===== src/rtl/cspg_pkg.sv =====
// Shared types and constants for the step and direction pulse generator.
package cspg_pkg;

  localparam int COUNTER_BITS_DEFAULT = 16;
  localparam int CFG_INDEX_BITS = 1;
  localparam int CFG_DATA_BITS = 32;
  localparam int PSC_BITS = 18;
  localparam int DIVISOR_BITS = 50;
  localparam int DIV_STEPS = 32;
  localparam int DIV_COUNT_BITS = $clog2(DIV_STEPS + 1);

  localparam logic [31:0] DIRECT_LIMIT = 32'd65536;
  localparam logic [31:0] PRESCALE_DIVISOR = 32'd60000;
  localparam logic [31:0] CLOCK_HZ_RESET = 32'd72000000;

  // Division by 60000 is done as (total >> 5) / 1875 with a reciprocal that is exact
  // for every 32-bit total.
  localparam int PSC_PRE_SHIFT = 5;
  localparam int PSC_RECIP_BITS = 28;
  localparam int PSC_RECIP_SHIFT = 38;
  localparam int PSC_PROD_BITS = 32 - PSC_PRE_SHIFT + PSC_RECIP_BITS;
  localparam int PSC_QUOT_BITS = PSC_PROD_BITS - PSC_RECIP_SHIFT;
  localparam logic [PSC_RECIP_BITS-1:0] PSC_RECIP = 28'd146601551;

  localparam logic [CFG_INDEX_BITS-1:0] CFG_CLOCK_HZ = 1'b0;
  localparam logic [CFG_INDEX_BITS-1:0] CFG_ENABLE_POL = 1'b1;

  typedef enum logic [1:0] {
    REQ_TICK  = 2'd0,
    REQ_SPEED = 2'd1,
    REQ_MOVE  = 2'd2,
    REQ_STOP  = 2'd3
  } req_t;

  typedef enum logic [1:0] {
    SEL_TOTAL,
    SEL_ARR
  } div_sel_t;

  typedef enum logic [2:0] {
    ST_IDLE,
    ST_DIV_TOTAL,
    ST_DIV_PSC,
    ST_MUL,
    ST_ARR_START,
    ST_DIV_ARR
  } state_t;

  typedef struct packed {
    logic     exec;
    logic     div_start;
    div_sel_t div_sel;
    logic     latch_total;
    logic     latch_psc;
    logic     latch_mul;
    logic     apply_direct;
    logic     apply_scaled;
    logic     load_out;
  } cmd_t;

  typedef struct packed {
    logic req_speed;
    logic speed_ok;
    logic div_done;
    logic total_direct;
  } status_t;

endpackage


===== src/rtl/cspg_divider.sv =====
// Restoring divider that produces one quotient bit per cycle.
module cspg_divider (
  input  logic                               clk,
  input  logic                               rst,
  input  logic                               start,
  input  logic [31:0]                        dividend,
  input  logic [cspg_pkg::DIVISOR_BITS-1:0]  divisor,
  output logic [31:0]                        quotient,
  output logic                               done
);

  logic [31:0]                             quot;
  logic [31:0]                             rem;
  logic [cspg_pkg::DIVISOR_BITS-1:0]       dvs;
  logic [cspg_pkg::DIV_COUNT_BITS-1:0]     count;
  logic [32:0]                             trial;
  logic [32:0]                             diff;
  logic                                    ge;

  always_comb begin
    trial = {rem, quot[31]};
    ge = {{(cspg_pkg::DIVISOR_BITS - 33){1'b0}}, trial} >= dvs;
    diff = trial - dvs[32:0];
  end

  always_ff @(posedge clk) begin
    if (rst) begin
      count <= '0;
      done <= 1'b0;
    end else if (start) begin
      count <= cspg_pkg::DIV_COUNT_BITS'(cspg_pkg::DIV_STEPS);
      done <= 1'b0;
    end else begin
      done <= (count == cspg_pkg::DIV_COUNT_BITS'(1));
      if (count != '0) begin
        count <= count - cspg_pkg::DIV_COUNT_BITS'(1);
      end
    end
  end

  always_ff @(posedge clk) begin
    if (start) begin
      quot <= dividend;
      rem <= '0;
      dvs <= divisor;
    end else if (count != '0) begin
      quot <= {quot[30:0], ge};
      rem <= ge ? diff[31:0] : trial[31:0];
    end
  end

  assign quotient = quot;

endmodule


===== src/rtl/cspg_datapath.sv =====
// Datapath: configuration, motion state, speed calculation and result register.
module cspg_datapath #(
  parameter int COUNTER_BITS = cspg_pkg::COUNTER_BITS_DEFAULT
) (
  input  logic                                 clk,
  input  logic                                 rst,
  input  logic                                 cfg_write,
  input  logic [cspg_pkg::CFG_INDEX_BITS-1:0]  cfg_index,
  input  logic [cspg_pkg::CFG_DATA_BITS-1:0]   cfg_data,
  input  logic [1:0]                           req_type,
  input  logic [31:0]                          step_freq_hz,
  input  logic [31:0]                          step_count,
  input  logic                                 dir_request,
  input  cspg_pkg::cmd_t                       cmd,
  output cspg_pkg::status_t                    status,
  output logic                                 step_pin,
  output logic                                 dir_pin,
  output logic                                 enable_pin,
  output logic                                 busy_res,
  output logic [31:0]                          remaining,
  output logic                                 period_end
);

  localparam int CB = COUNTER_BITS;
  localparam logic [32:0] CNT_MAX = (33'd1 << CB) - 33'd1;

  function automatic logic [CB-1:0] sat_cnt(input logic [31:0] v);
    logic [CB-1:0] r;
    if ({1'b0, v} > CNT_MAX) begin
      r = CNT_MAX[CB-1:0];
    end else begin
      r = v[CB-1:0];
    end
    return r;
  endfunction

  logic [31:0]                        clock_hz;
  logic                               enable_active_low;
  logic [31:0]                        freq;
  logic [31:0]                        total;
  logic [cspg_pkg::PSC_BITS-1:0]      psc;
  logic [cspg_pkg::DIVISOR_BITS-1:0]  product;
  logic [cspg_pkg::PSC_PROD_BITS-1:0] psc_prod;
  logic [cspg_pkg::PSC_QUOT_BITS-1:0] psc_quot;

  logic [31:0]   steps_to_go, steps_to_go_next;
  logic          moving, moving_next;
  logic [CB-1:0] prescale_active, prescale_active_next;
  logic [CB-1:0] period_active, period_active_next;
  logic [CB-1:0] prescale_pending, prescale_pending_next;
  logic [CB-1:0] period_pending, period_pending_next;
  logic [CB-1:0] prescale_count, prescale_count_next;
  logic [CB-1:0] period_count, period_count_next;
  logic          direction_level, direction_level_next;
  logic          energized, energized_next;
  logic          pend;

  logic [31:0]                        div_dividend;
  logic [cspg_pkg::DIVISOR_BITS-1:0]  div_divisor;
  logic [31:0]                        div_q;
  logic                               div_done;
  logic [CB-1:0]                      psc_new;
  logic [CB-1:0]                      arr_new;

  cspg_divider u_div (
    .clk      (clk),
    .rst      (rst),
    .start    (cmd.div_start),
    .dividend (div_dividend),
    .divisor  (div_divisor),
    .quotient (div_q),
    .done     (div_done)
  );

  always_comb begin
    unique case (cmd.div_sel)
      cspg_pkg::SEL_TOTAL: begin
        div_dividend = clock_hz;
        div_divisor = cspg_pkg::DIVISOR_BITS'(step_freq_hz);
      end
      default: begin
        div_dividend = clock_hz;
        div_divisor = product;
      end
    endcase
  end

  always_comb begin
    psc_prod = cspg_pkg::PSC_PROD_BITS'(total[31:cspg_pkg::PSC_PRE_SHIFT])
             * cspg_pkg::PSC_PROD_BITS'(cspg_pkg::PSC_RECIP);
    psc_quot = psc_prod[cspg_pkg::PSC_PROD_BITS-1:cspg_pkg::PSC_RECIP_SHIFT];
  end

  always_comb begin
    status.req_speed = (cspg_pkg::req_t'(req_type) == cspg_pkg::REQ_SPEED);
    status.speed_ok = (step_freq_hz != 32'd0) && (step_freq_hz <= clock_hz);
    status.div_done = div_done;
    status.total_direct = (div_q <= cspg_pkg::DIRECT_LIMIT);
  end

  always_ff @(posedge clk) begin
    if (rst) begin
      clock_hz <= cspg_pkg::CLOCK_HZ_RESET;
      enable_active_low <= 1'b1;
    end else if (cfg_write) begin
      unique case (cfg_index)
        cspg_pkg::CFG_CLOCK_HZ: clock_hz <= cfg_data;
        cspg_pkg::CFG_ENABLE_POL: enable_active_low <= cfg_data[0];
        default: ;
      endcase
    end
  end

  always_ff @(posedge clk) begin
    if (cmd.div_start && cmd.div_sel == cspg_pkg::SEL_TOTAL) begin
      freq <= step_freq_hz;
    end
    if (cmd.latch_total) begin
      total <= div_q;
    end
    if (cmd.latch_psc) begin
      if ({{(33 - cspg_pkg::PSC_QUOT_BITS){1'b0}}, psc_quot} > CNT_MAX) begin
        psc <= CNT_MAX[cspg_pkg::PSC_BITS-1:0];
      end else begin
        psc <= cspg_pkg::PSC_BITS'(psc_quot);
      end
    end
    if (cmd.latch_mul) begin
      product <= (cspg_pkg::DIVISOR_BITS'(psc) + cspg_pkg::DIVISOR_BITS'(1))
               * cspg_pkg::DIVISOR_BITS'(freq);
    end
  end

  always_comb begin
    steps_to_go_next = steps_to_go;
    moving_next = moving;
    prescale_active_next = prescale_active;
    period_active_next = period_active;
    prescale_pending_next = prescale_pending;
    period_pending_next = period_pending;
    prescale_count_next = prescale_count;
    period_count_next = period_count;
    direction_level_next = direction_level;
    energized_next = energized;
    pend = 1'b0;
    psc_new = '0;
    arr_new = '0;

    if (cmd.apply_direct) begin
      psc_new = '0;
      arr_new = sat_cnt(div_q - 32'd1);
    end else begin
      psc_new = CB'(psc);
      arr_new = (div_q == 32'd0) ? '0 : sat_cnt(div_q - 32'd1);
    end

    if (cmd.apply_direct || cmd.apply_scaled) begin
      prescale_pending_next = psc_new;
      period_pending_next = arr_new;
      if (!moving) begin
        prescale_active_next = psc_new;
        period_active_next = arr_new;
        prescale_count_next = '0;
        period_count_next = '0;
      end
    end

    if (cmd.exec) begin
      unique case (cspg_pkg::req_t'(req_type))
        cspg_pkg::REQ_TICK: begin
          if (moving && period_active != '0) begin
            if (prescale_count < prescale_active) begin
              prescale_count_next = prescale_count + CB'(1);
            end else begin
              prescale_count_next = '0;
              if (period_count < period_active) begin
                period_count_next = period_count + CB'(1);
              end else begin
                period_count_next = '0;
                prescale_active_next = prescale_pending;
                period_active_next = period_pending;
                if (steps_to_go != 32'd0) begin
                  steps_to_go_next = steps_to_go - 32'd1;
                end
                if (steps_to_go_next == 32'd0) begin
                  moving_next = 1'b0;
                end
                pend = 1'b1;
              end
            end
          end
        end
        cspg_pkg::REQ_SPEED: ;
        cspg_pkg::REQ_MOVE: begin
          if (step_count != 32'd0 && !moving) begin
            steps_to_go_next = step_count;
            moving_next = 1'b1;
            direction_level_next = dir_request;
            energized_next = 1'b1;
            prescale_count_next = '0;
            period_count_next = '0;
          end
        end
        cspg_pkg::REQ_STOP: begin
          moving_next = 1'b0;
          steps_to_go_next = 32'd0;
          energized_next = 1'b0;
        end
      endcase
    end
  end

  always_ff @(posedge clk) begin
    if (rst) begin
      steps_to_go <= '0;
      moving <= 1'b0;
      prescale_active <= '0;
      period_active <= '0;
      prescale_pending <= '0;
      period_pending <= '0;
      prescale_count <= '0;
      period_count <= '0;
      direction_level <= 1'b0;
      energized <= 1'b0;
    end else begin
      steps_to_go <= steps_to_go_next;
      moving <= moving_next;
      prescale_active <= prescale_active_next;
      period_active <= period_active_next;
      prescale_pending <= prescale_pending_next;
      period_pending <= period_pending_next;
      prescale_count <= prescale_count_next;
      period_count <= period_count_next;
      direction_level <= direction_level_next;
      energized <= energized_next;
    end
  end

  always_ff @(posedge clk) begin
    if (cmd.load_out) begin
      step_pin <= moving_next && (period_count_next < (period_active_next >> 1));
      dir_pin <= direction_level_next;
      enable_pin <= energized_next ^ enable_active_low;
      busy_res <= moving_next;
      remaining <= steps_to_go_next;
      period_end <= pend;
    end
  end

endmodule


===== src/rtl/cspg_ctrl.sv =====
// Controller state machine that sequences requests and the speed calculation.
module cspg_ctrl (
  input  logic               clk,
  input  logic               rst,
  input  logic               in_valid,
  output logic               in_stall,
  output logic               out_valid,
  input  logic               out_stall,
  input  cspg_pkg::status_t  status,
  output cspg_pkg::cmd_t     cmd
);

  cspg_pkg::state_t state, state_next;
  logic             out_free;
  logic             accept;

  assign out_free = !(out_valid && out_stall);
  assign accept = in_valid && (state == cspg_pkg::ST_IDLE) && out_free;
  assign in_stall = !((state == cspg_pkg::ST_IDLE) && out_free);

  always_comb begin
    state_next = state;
    unique case (state)
      cspg_pkg::ST_IDLE: begin
        if (accept && status.req_speed && status.speed_ok) begin
          state_next = cspg_pkg::ST_DIV_TOTAL;
        end
      end
      cspg_pkg::ST_DIV_TOTAL: begin
        if (status.div_done) begin
          state_next = status.total_direct ? cspg_pkg::ST_IDLE : cspg_pkg::ST_DIV_PSC;
        end
      end
      cspg_pkg::ST_DIV_PSC: state_next = cspg_pkg::ST_MUL;
      cspg_pkg::ST_MUL: state_next = cspg_pkg::ST_ARR_START;
      cspg_pkg::ST_ARR_START: state_next = cspg_pkg::ST_DIV_ARR;
      cspg_pkg::ST_DIV_ARR: begin
        if (status.div_done) begin
          state_next = cspg_pkg::ST_IDLE;
        end
      end
      default: state_next = cspg_pkg::ST_IDLE;
    endcase
  end

  always_comb begin
    cmd = '0;
    cmd.div_sel = cspg_pkg::SEL_TOTAL;
    unique case (state)
      cspg_pkg::ST_IDLE: begin
        if (accept) begin
          if (status.req_speed && status.speed_ok) begin
            cmd.div_start = 1'b1;
          end else begin
            cmd.exec = 1'b1;
            cmd.load_out = 1'b1;
          end
        end
      end
      cspg_pkg::ST_DIV_TOTAL: begin
        if (status.div_done) begin
          if (status.total_direct) begin
            cmd.apply_direct = 1'b1;
            cmd.load_out = 1'b1;
          end else begin
            cmd.latch_total = 1'b1;
          end
        end
      end
      cspg_pkg::ST_DIV_PSC: begin
        cmd.latch_psc = 1'b1;
      end
      cspg_pkg::ST_MUL: begin
        cmd.latch_mul = 1'b1;
      end
      cspg_pkg::ST_ARR_START: begin
        cmd.div_sel = cspg_pkg::SEL_ARR;
        cmd.div_start = 1'b1;
      end
      cspg_pkg::ST_DIV_ARR: begin
        cmd.div_sel = cspg_pkg::SEL_ARR;
        if (status.div_done) begin
          cmd.apply_scaled = 1'b1;
          cmd.load_out = 1'b1;
        end
      end
      default: ;
    endcase
  end

  always_ff @(posedge clk) begin
    if (rst) begin
      state <= cspg_pkg::ST_IDLE;
      out_valid <= 1'b0;
    end else begin
      state <= state_next;
      out_valid <= cmd.load_out || (out_valid && out_stall);
    end
  end

endmodule


===== src/rtl/counted_step_pulse_generator.sv =====
// Top level of the counted step and direction pulse generator.
// Every accepted word gives one result word that shows the state after the request.
// Ticks, moves, stops and ignored set-speed requests can follow each other in every
// cycle while the result output does not stall. A set-speed request with a usable
// frequency runs through a shared divider that yields one quotient bit per cycle; no
// new word is accepted until the division ends when the clock divider fits the counter
// directly, or until a prescaler has been worked out and a second division has ended.
module counted_step_pulse_generator #(
  parameter int COUNTER_BITS = cspg_pkg::COUNTER_BITS_DEFAULT
) (
  input  logic                                 clk,
  input  logic                                 rst,
  input  logic                                 cfg_write,
  input  logic [cspg_pkg::CFG_INDEX_BITS-1:0]  cfg_index,
  input  logic [cspg_pkg::CFG_DATA_BITS-1:0]   cfg_data,
  input  logic                                 in_valid,
  output logic                                 in_stall,
  input  logic [1:0]                           req_type,
  input  logic [31:0]                          step_freq_hz,
  input  logic [31:0]                          step_count,
  input  logic                                 dir_request,
  output logic                                 out_valid,
  input  logic                                 out_stall,
  output logic                                 step_pin,
  output logic                                 dir_pin,
  output logic                                 enable_pin,
  output logic                                 busy_res,
  output logic [31:0]                          remaining,
  output logic                                 period_end
);

  cspg_pkg::cmd_t    cmd;
  cspg_pkg::status_t status;

  cspg_ctrl u_ctrl (
    .clk       (clk),
    .rst       (rst),
    .in_valid  (in_valid),
    .in_stall  (in_stall),
    .out_valid (out_valid),
    .out_stall (out_stall),
    .status    (status),
    .cmd       (cmd)
  );

  cspg_datapath #(
    .COUNTER_BITS (COUNTER_BITS)
  ) u_dp (
    .clk          (clk),
    .rst          (rst),
    .cfg_write    (cfg_write),
    .cfg_index    (cfg_index),
    .cfg_data     (cfg_data),
    .req_type     (req_type),
    .step_freq_hz (step_freq_hz),
    .step_count   (step_count),
    .dir_request  (dir_request),
    .cmd          (cmd),
    .status       (status),
    .step_pin     (step_pin),
    .dir_pin      (dir_pin),
    .enable_pin   (enable_pin),
    .busy_res     (busy_res),
    .remaining    (remaining),
    .period_end   (period_end)
  );

endmodule

===== config.mk =====
export PLATFORM = sky130hd
export DESIGN_NAME = counted_step_pulse_generator
export DESIGN_NICKNAME = d
export VERILOG_FILES = /design/src/rtl/cspg_pkg.sv /design/src/rtl/cspg_divider.sv /design/src/rtl/cspg_datapath.sv /design/src/rtl/cspg_ctrl.sv /design/src/rtl/counted_step_pulse_generator.sv
export SDC_FILE = /design/constraint.sdc
export NUM_CORES = 2
export LEC_CHECK = 0
export ABC_AREA = 1
export BUFFER_PORTS_ARGS = -buffer_cell sky130_fd_sc_hd__buf_2
export CORE_ASPECT_RATIO = 0.75
export CORE_MARGIN = 5
export CORE_UTILIZATION = 50
export CTS_CLUSTER_DIAMETER = 200
export DETAILED_ROUTE_END_ITERATION = 10
export PLACE_DENSITY = 0.66
export SLEW_MARGIN = 5
export SYNTH_ARGS = -nofsm -noshare
export SYNTH_HDL_FRONTEND = slang
export SYNTH_SLANG_ARGS = --single-unit
export TNS_END_PERCENT = 1

===== constraint.sdc =====
create_clock -name clk -period 11.25 [get_ports clk]
set_input_delay 1.6875 -clock clk [delete_from_list [all_inputs] [get_ports clk]]
set_output_delay 1.6875 -clock clk [all_outputs]
set_load 0.05 [all_outputs]

# Yosys cells after proc, flatten, opt, wreduce, memory -nomap -nowiden
# Cells that the tools add are included.
# word_totals
register_bits	458
out_inout_bits	39
wordCells	188
input_bits	105
# op_classes
reduce_logical	34
n_eq_ne	12
n_lt_le_gt_ge	8
bitwise_logic	5
multipliers	2
addsub	7
mux	88
# ops
cell	n
$mux 16	31
$mux 32	15
$pmux 32 s3	1
$reduce_bool 32->1	3
$logic_not 32->1	2
$pmux 16 s2	2
$sub 32x1->32 const B	2
$mul 27x28->55 const B	1
$ge 33x50->1	1
$mul 50x32->50	1
$add 16x1->16 const B	2
$gt 32x16->1 const B	1
$le 32x17->1 const B	1
$le 32x32->1	1
$lt 16x16->1	2
$sub 32x32->32	1
$mux 1	26
$add 18x1->19 const B	1
$pmux 3 s6	1
$gt 17x16->1 const B	1
$lt 16x15->1	1
$reduce_bool 16->1	1
$logic_and 1x1->1	12
$mux 6	2
other kinds (25)	44

# Depth between registers and ports, before layout
# logic_depth
depth_word	15
ltp_mapped	44
mapped_depth_nobuf	42

# Modules after synthesis
# From an unflattened synthesis, not the netlist that was laid out.
# unflattened
hier_cells	6959
area_unflattened_um2	56834.5
# modules_own_cells
mod	seq_area_each_um2	n_inst	area_per_inst_um2	cells_each
cspg_datapath	8177.8	1	49159.6	5922
cspg_divider	3243.1	1	7353.3	986
cspg_ctrl	80.1	1	321.6	51

# Worst setup path after synthesis
# Ideal clock, no wire load.
# synth_path
path_type	register to register
from	register u_dp.psc[0] (netlist bit)
to	register u_dp.product[44] (netlist bit), data pin
path_buffers	2
required_ns	10.991
t_arrival_ns	6.996
stages_incl_launch_ff	42
setup_ns	0.259
period_less_slack_ns	7.255
slack_ns	3.995
path_cell_list	edfxtp_1 -> ha_1 -> nand2_1 -> nor2_1 -> inv_1 -> nor2_1 -> nand3_1 -> nor2_1 -> inv_2 -> nor3_2 -> inv_1 -> o21bai_1 -> nand2_1 -> inv_1 -> buf_2 -> buf_2 -> nand2_1 -> fa_1 -> [6 not listed] -> inv_1 -> fa_1 -> inv_1 -> fa_1 -> ha_1 -> a21oi_1 -> o21a_1 -> nor2_1 -> or3_1 -> a21oi_2 -> inv_1 -> a21oi_1 -> o21ai_1 -> nand2_1 -> nand2_1 -> nand2_1 -> nand2_1 -> xor2_1
# synth_between
elab_chain_cells	2
# synth_lines
element	line_no	text
from (decl)	cspg_datapath.sv:41	logic [cspg_pkg::PSC_BITS-1:0] psc;
from (signal assigned)	cspg_datapath.sv:123	psc <= CNT_MAX[cspg_pkg::PSC_BITS-1:0];
from (signal assigned)	cspg_datapath.sv:125	psc <= cspg_pkg::PSC_BITS'(psc_quot);
$add 18x1->19	cspg_datapath.sv:129	product <= (cspg_pkg::DIVISOR_BITS'(psc) + cspg_pkg::DIVISOR_BITS'(1))
$mul 50x32->50	cspg_datapath.sv:130	* cspg_pkg::DIVISOR_BITS'(freq);
to (signal assigned)	cspg_datapath.sv:129	
to (decl)	cspg_datapath.sv:42	logic [cspg_pkg::DIVISOR_BITS-1:0] product;
# No other way between the ends.
# A chain may end at the register's enable or synchronous reset.

# Worst setup path after layout
# Ends and elaborated chain as after synthesis.

==> out/results.tsv <==
stage	metric	value	unit
global_route	grt total ovfl	0	
setup_path	Critical Path Most Common Cell	inv_1	
global_route	initial antenna violation count	11	
logic_synthesis	mean post-synth cell area	8.34	um2
logic_synthesis	top area cells in the synthesized netlist	fa_1 (28%), edfxtp_1 (13%), ha_1 (12%), inv_1 (10%), nand2_1 (7.4%)	
floorplan	Die Span Y	300	um
logic_synthesis	FF+latch count, synth	452	
global_route	global-route wire length before repair	274000	um
timing	Worst-Margin Slew	1.19	ns
global_route	vias in the first global route	44900	
logic_synthesis	synthesized area	56100	um2
timing	post-layout min period	8.80	ns
floorplan	Core Area	111000	um2
timing	setup violators final	0	
routing	Avg WL per Cell	21.8	um
global_route	global-route usage over all layers	30.2	%
logic_synthesis	YS warnings	0	
clocking	clk_lat worst skew	0.64	ns
global_route	largest net degree at the start of global routing	67	
clocking	TritonCTS clock tree	yes	
setup_path	Critical Path Slowest Stage Cell	inv_1	
routing	ANT nets after route	0	
logic_synthesis	Main synth FF type	edfxtp_1	
logic_synthesis	leading area contributor after synthesis	fa_1	
logic_synthesis	Post-synth EDFFs	245	
routing	final WL	180000	um
logic_synthesis	top-count cell post-synth	inv_1	
floorplan	Die Width	397	um
logic_synthesis	Mapped Nets	8151	
timing	highest clock rate	114	MHz
placed_design	GPL Wtd Cong	1.00	
clocking	CTS buffer count	46	
floorplan	standard-cell row count	106	
clocking	clock-pin slew on the worst setup and hold paths	0.07	ns
floorplan	initial core utilization	50.4	%
setup_path	worst path required time	11.62	ns
timing	setup TNS	0	ns
clocking	# resized after CTS	0	
setup_path	element type at the critical path start	register	
floorplan	Die Area	119000	um2
min_path	Worst Hold Class	register to register	
routing	vias post-DR	45300	
setup_path	Bufs and invs on worst path	10	
setup_path	crit-path max FO	33	
setup_path	arrival time at the worst endpoint	9.18	ns
timing	setup ws final	2.45	ns
logic_synthesis	sequential-to-total area share from yosys stat	20.5	%
routing	DRC	0	
cells_and_area	Final nets	8202	
placed_design	DP HPWL	150000	um
timing	Slew HR	20.4	%
logic_synthesis	Synth top area share	27.6	%
placed_design	count of buffers from port buffering	143	
clocking	H-tree levels	2	
clocking	# clock sinks	452	
timing	Tcrit/Tclk final	78.2	%
cells_and_area	post-layout util	53.6	%
cells_and_area	area added between synthesis and finish	6.40	%
timing	Hold Violations, Final	0	
timing	Max Slew Vio Count	0	
setup_path	delay-heaviest family, CP	adder cells	
timing	RSZ-0062 raised after global routing	false	
routing	drt pass-1 iters	6	
floorplan	IO Count	144	
run_status	status	complete, no violations	
timing	Final Skew	0.0351	ns
logic_synthesis	Mapped Cells	6730	
routing	initial DRC count	4364	
clocking	Max Root-Sink Buffers	3	
placed_design	pre-CTS setup slack	2.54	ns
logic_synthesis	Commonest cells post-synth	inv_1 (1537), nand2_1 (1113), fa_1 (774)	
logic_synthesis	Synth cell types	81	
setup_path	Setup CP Type	register to register	
clocking	setup bufs post-CTS	0	
logic_synthesis	ys async rst share	0	%
setup_path	Largest stage delay, worst path	0.85	ns
routing	Via density	5.47	
clocking	Post-CTS Hold Fix Bufs	0	
run	max_cap viols	0	
cells_and_area	layout cells sized above 1	6.35	%
clocking	root buffer cell	clkbuf_16	
setup_path	Setup crit end kind	register	
==> tightest hold or removal path, cell delays in order, from the launching register on <==
cell	delay [ns]
dfxtp_1	0.31
nand2_1	0.06
a21oi_1	0.05
==> logic make-up (layout without fill, tap and decap cells) <==
group / Yosys count / after routing / synth area share, %
AND/OR/NAND/NOR: 2195 / 2195 / 16.5
buffers and inverters: 1737 / 1824 / 11.9
adder cells (fa/ha/maj): 1316 / 1316 / 39.7
AO/OA/AOI/OAI: 881 / 881 / 9.09
flip-flops: 452 / 452 / 20.5
XOR/XNOR: 148 / 148 / 2.34
other: 1 / 17 / 0.00668
==> through the flow <==
stage | cells | area [um2] | hold slack, ns
after floorplan | 6730 | 56100 | 0.438
after global placement | 8191 | 58200 | 0.447
after global routing | 8279 | 59700 | 0.474
after CTS | 8275 | 59600 | 0.461
after detailed placement | 8191 | 58200 | 0.450
final | 8291 | 59700 | 0.458
==> cell usage in the layout, fill, tap and decap left out, drive strengths merged, types with 22 or more instances in the layout <==
cell	synthesis	layout
o21a	22	22
o22ai	23	23
nor2	717	717
nor3	53	53
buf	60	180
xor2	112	112
clkbuf	117	59
clkinv	7	22
o21ai	349	349
edfxtp	245	245
xnor2	36	36
a21oi	349	349
a31oi	24	24
nand3	159	159
dfxtp	207	207
ha	542	542
o211ai	30	30
nand4	58	58
nand2	1144	1144
nor4	23	23
inv	1553	1557
fa	774	774
==> flip-flops by register name (all words and copies together), names as in the netlist, 3 cells and up <==
register,cells
u_dp.clock_hz,32
u_dp.period_pending,16
u_dp.period_count,16
u_dp.u_div.dvs,50
u_dp.prescale_count,16
u_dp.u_div.quotient,32
u_dp.psc,17
u_dp.period_active,16
u_dp.freq,32
u_dp.steps_to_go,32
u_dp.prescale_active,16
u_ctrl.state,3
u_dp.prescale_pending,16
u_dp.total,27
u_dp.u_div.rem,32
u_dp.u_div.count,6
u_dp.remaining,32
u_dp.product,50
==> layout make-up <==
type                            instances  area (um2)
Sequential cell                       452       11500
Clock inverter                         25         235
Inverter                             1560        5860
Fill cell                           10500       51700
Timing Repair Buffer                  180         993
Tap cell                             1458        1820
Multi-Input combinational cell       4541       38000
Clock buffer                           59        1250
Antenna cell                           16        40.0
==> layer usage <==
metal	global-route usage [%]	share of wire, %
met5	0.528	0.045
met2	40.4	38
met1	45.3	46
met3	12.4	14
met4	7.04	2.5
==> worst paths after layout <==
path,from,to,slack [ns],depth (start not counted)
max,u_dp.psc[0]$_SDFFCE_PN1P_,u_dp.product[44]$_DFFE_PN_,2.45,36
min,u_dp.prescale_pending[2]$_SDFFE_PP0N_,u_dp.prescale_pending[2]$_SDFFE_PP0N_,0.46,2
min reg2reg,u_dp.prescale_pending[2]$_SDFFE_PP0N_,u_dp.prescale_pending[2]$_SDFFE_PP0N_,0.46,2
max reg2reg,u_dp.psc[0]$_SDFFCE_PN1P_,u_dp.product[44]$_DFFE_PN_,2.45,36
Power is left out: the tool's default activity adds up to more than one toggle a clock period on the data nets, which glitch-free logic cannot reach.
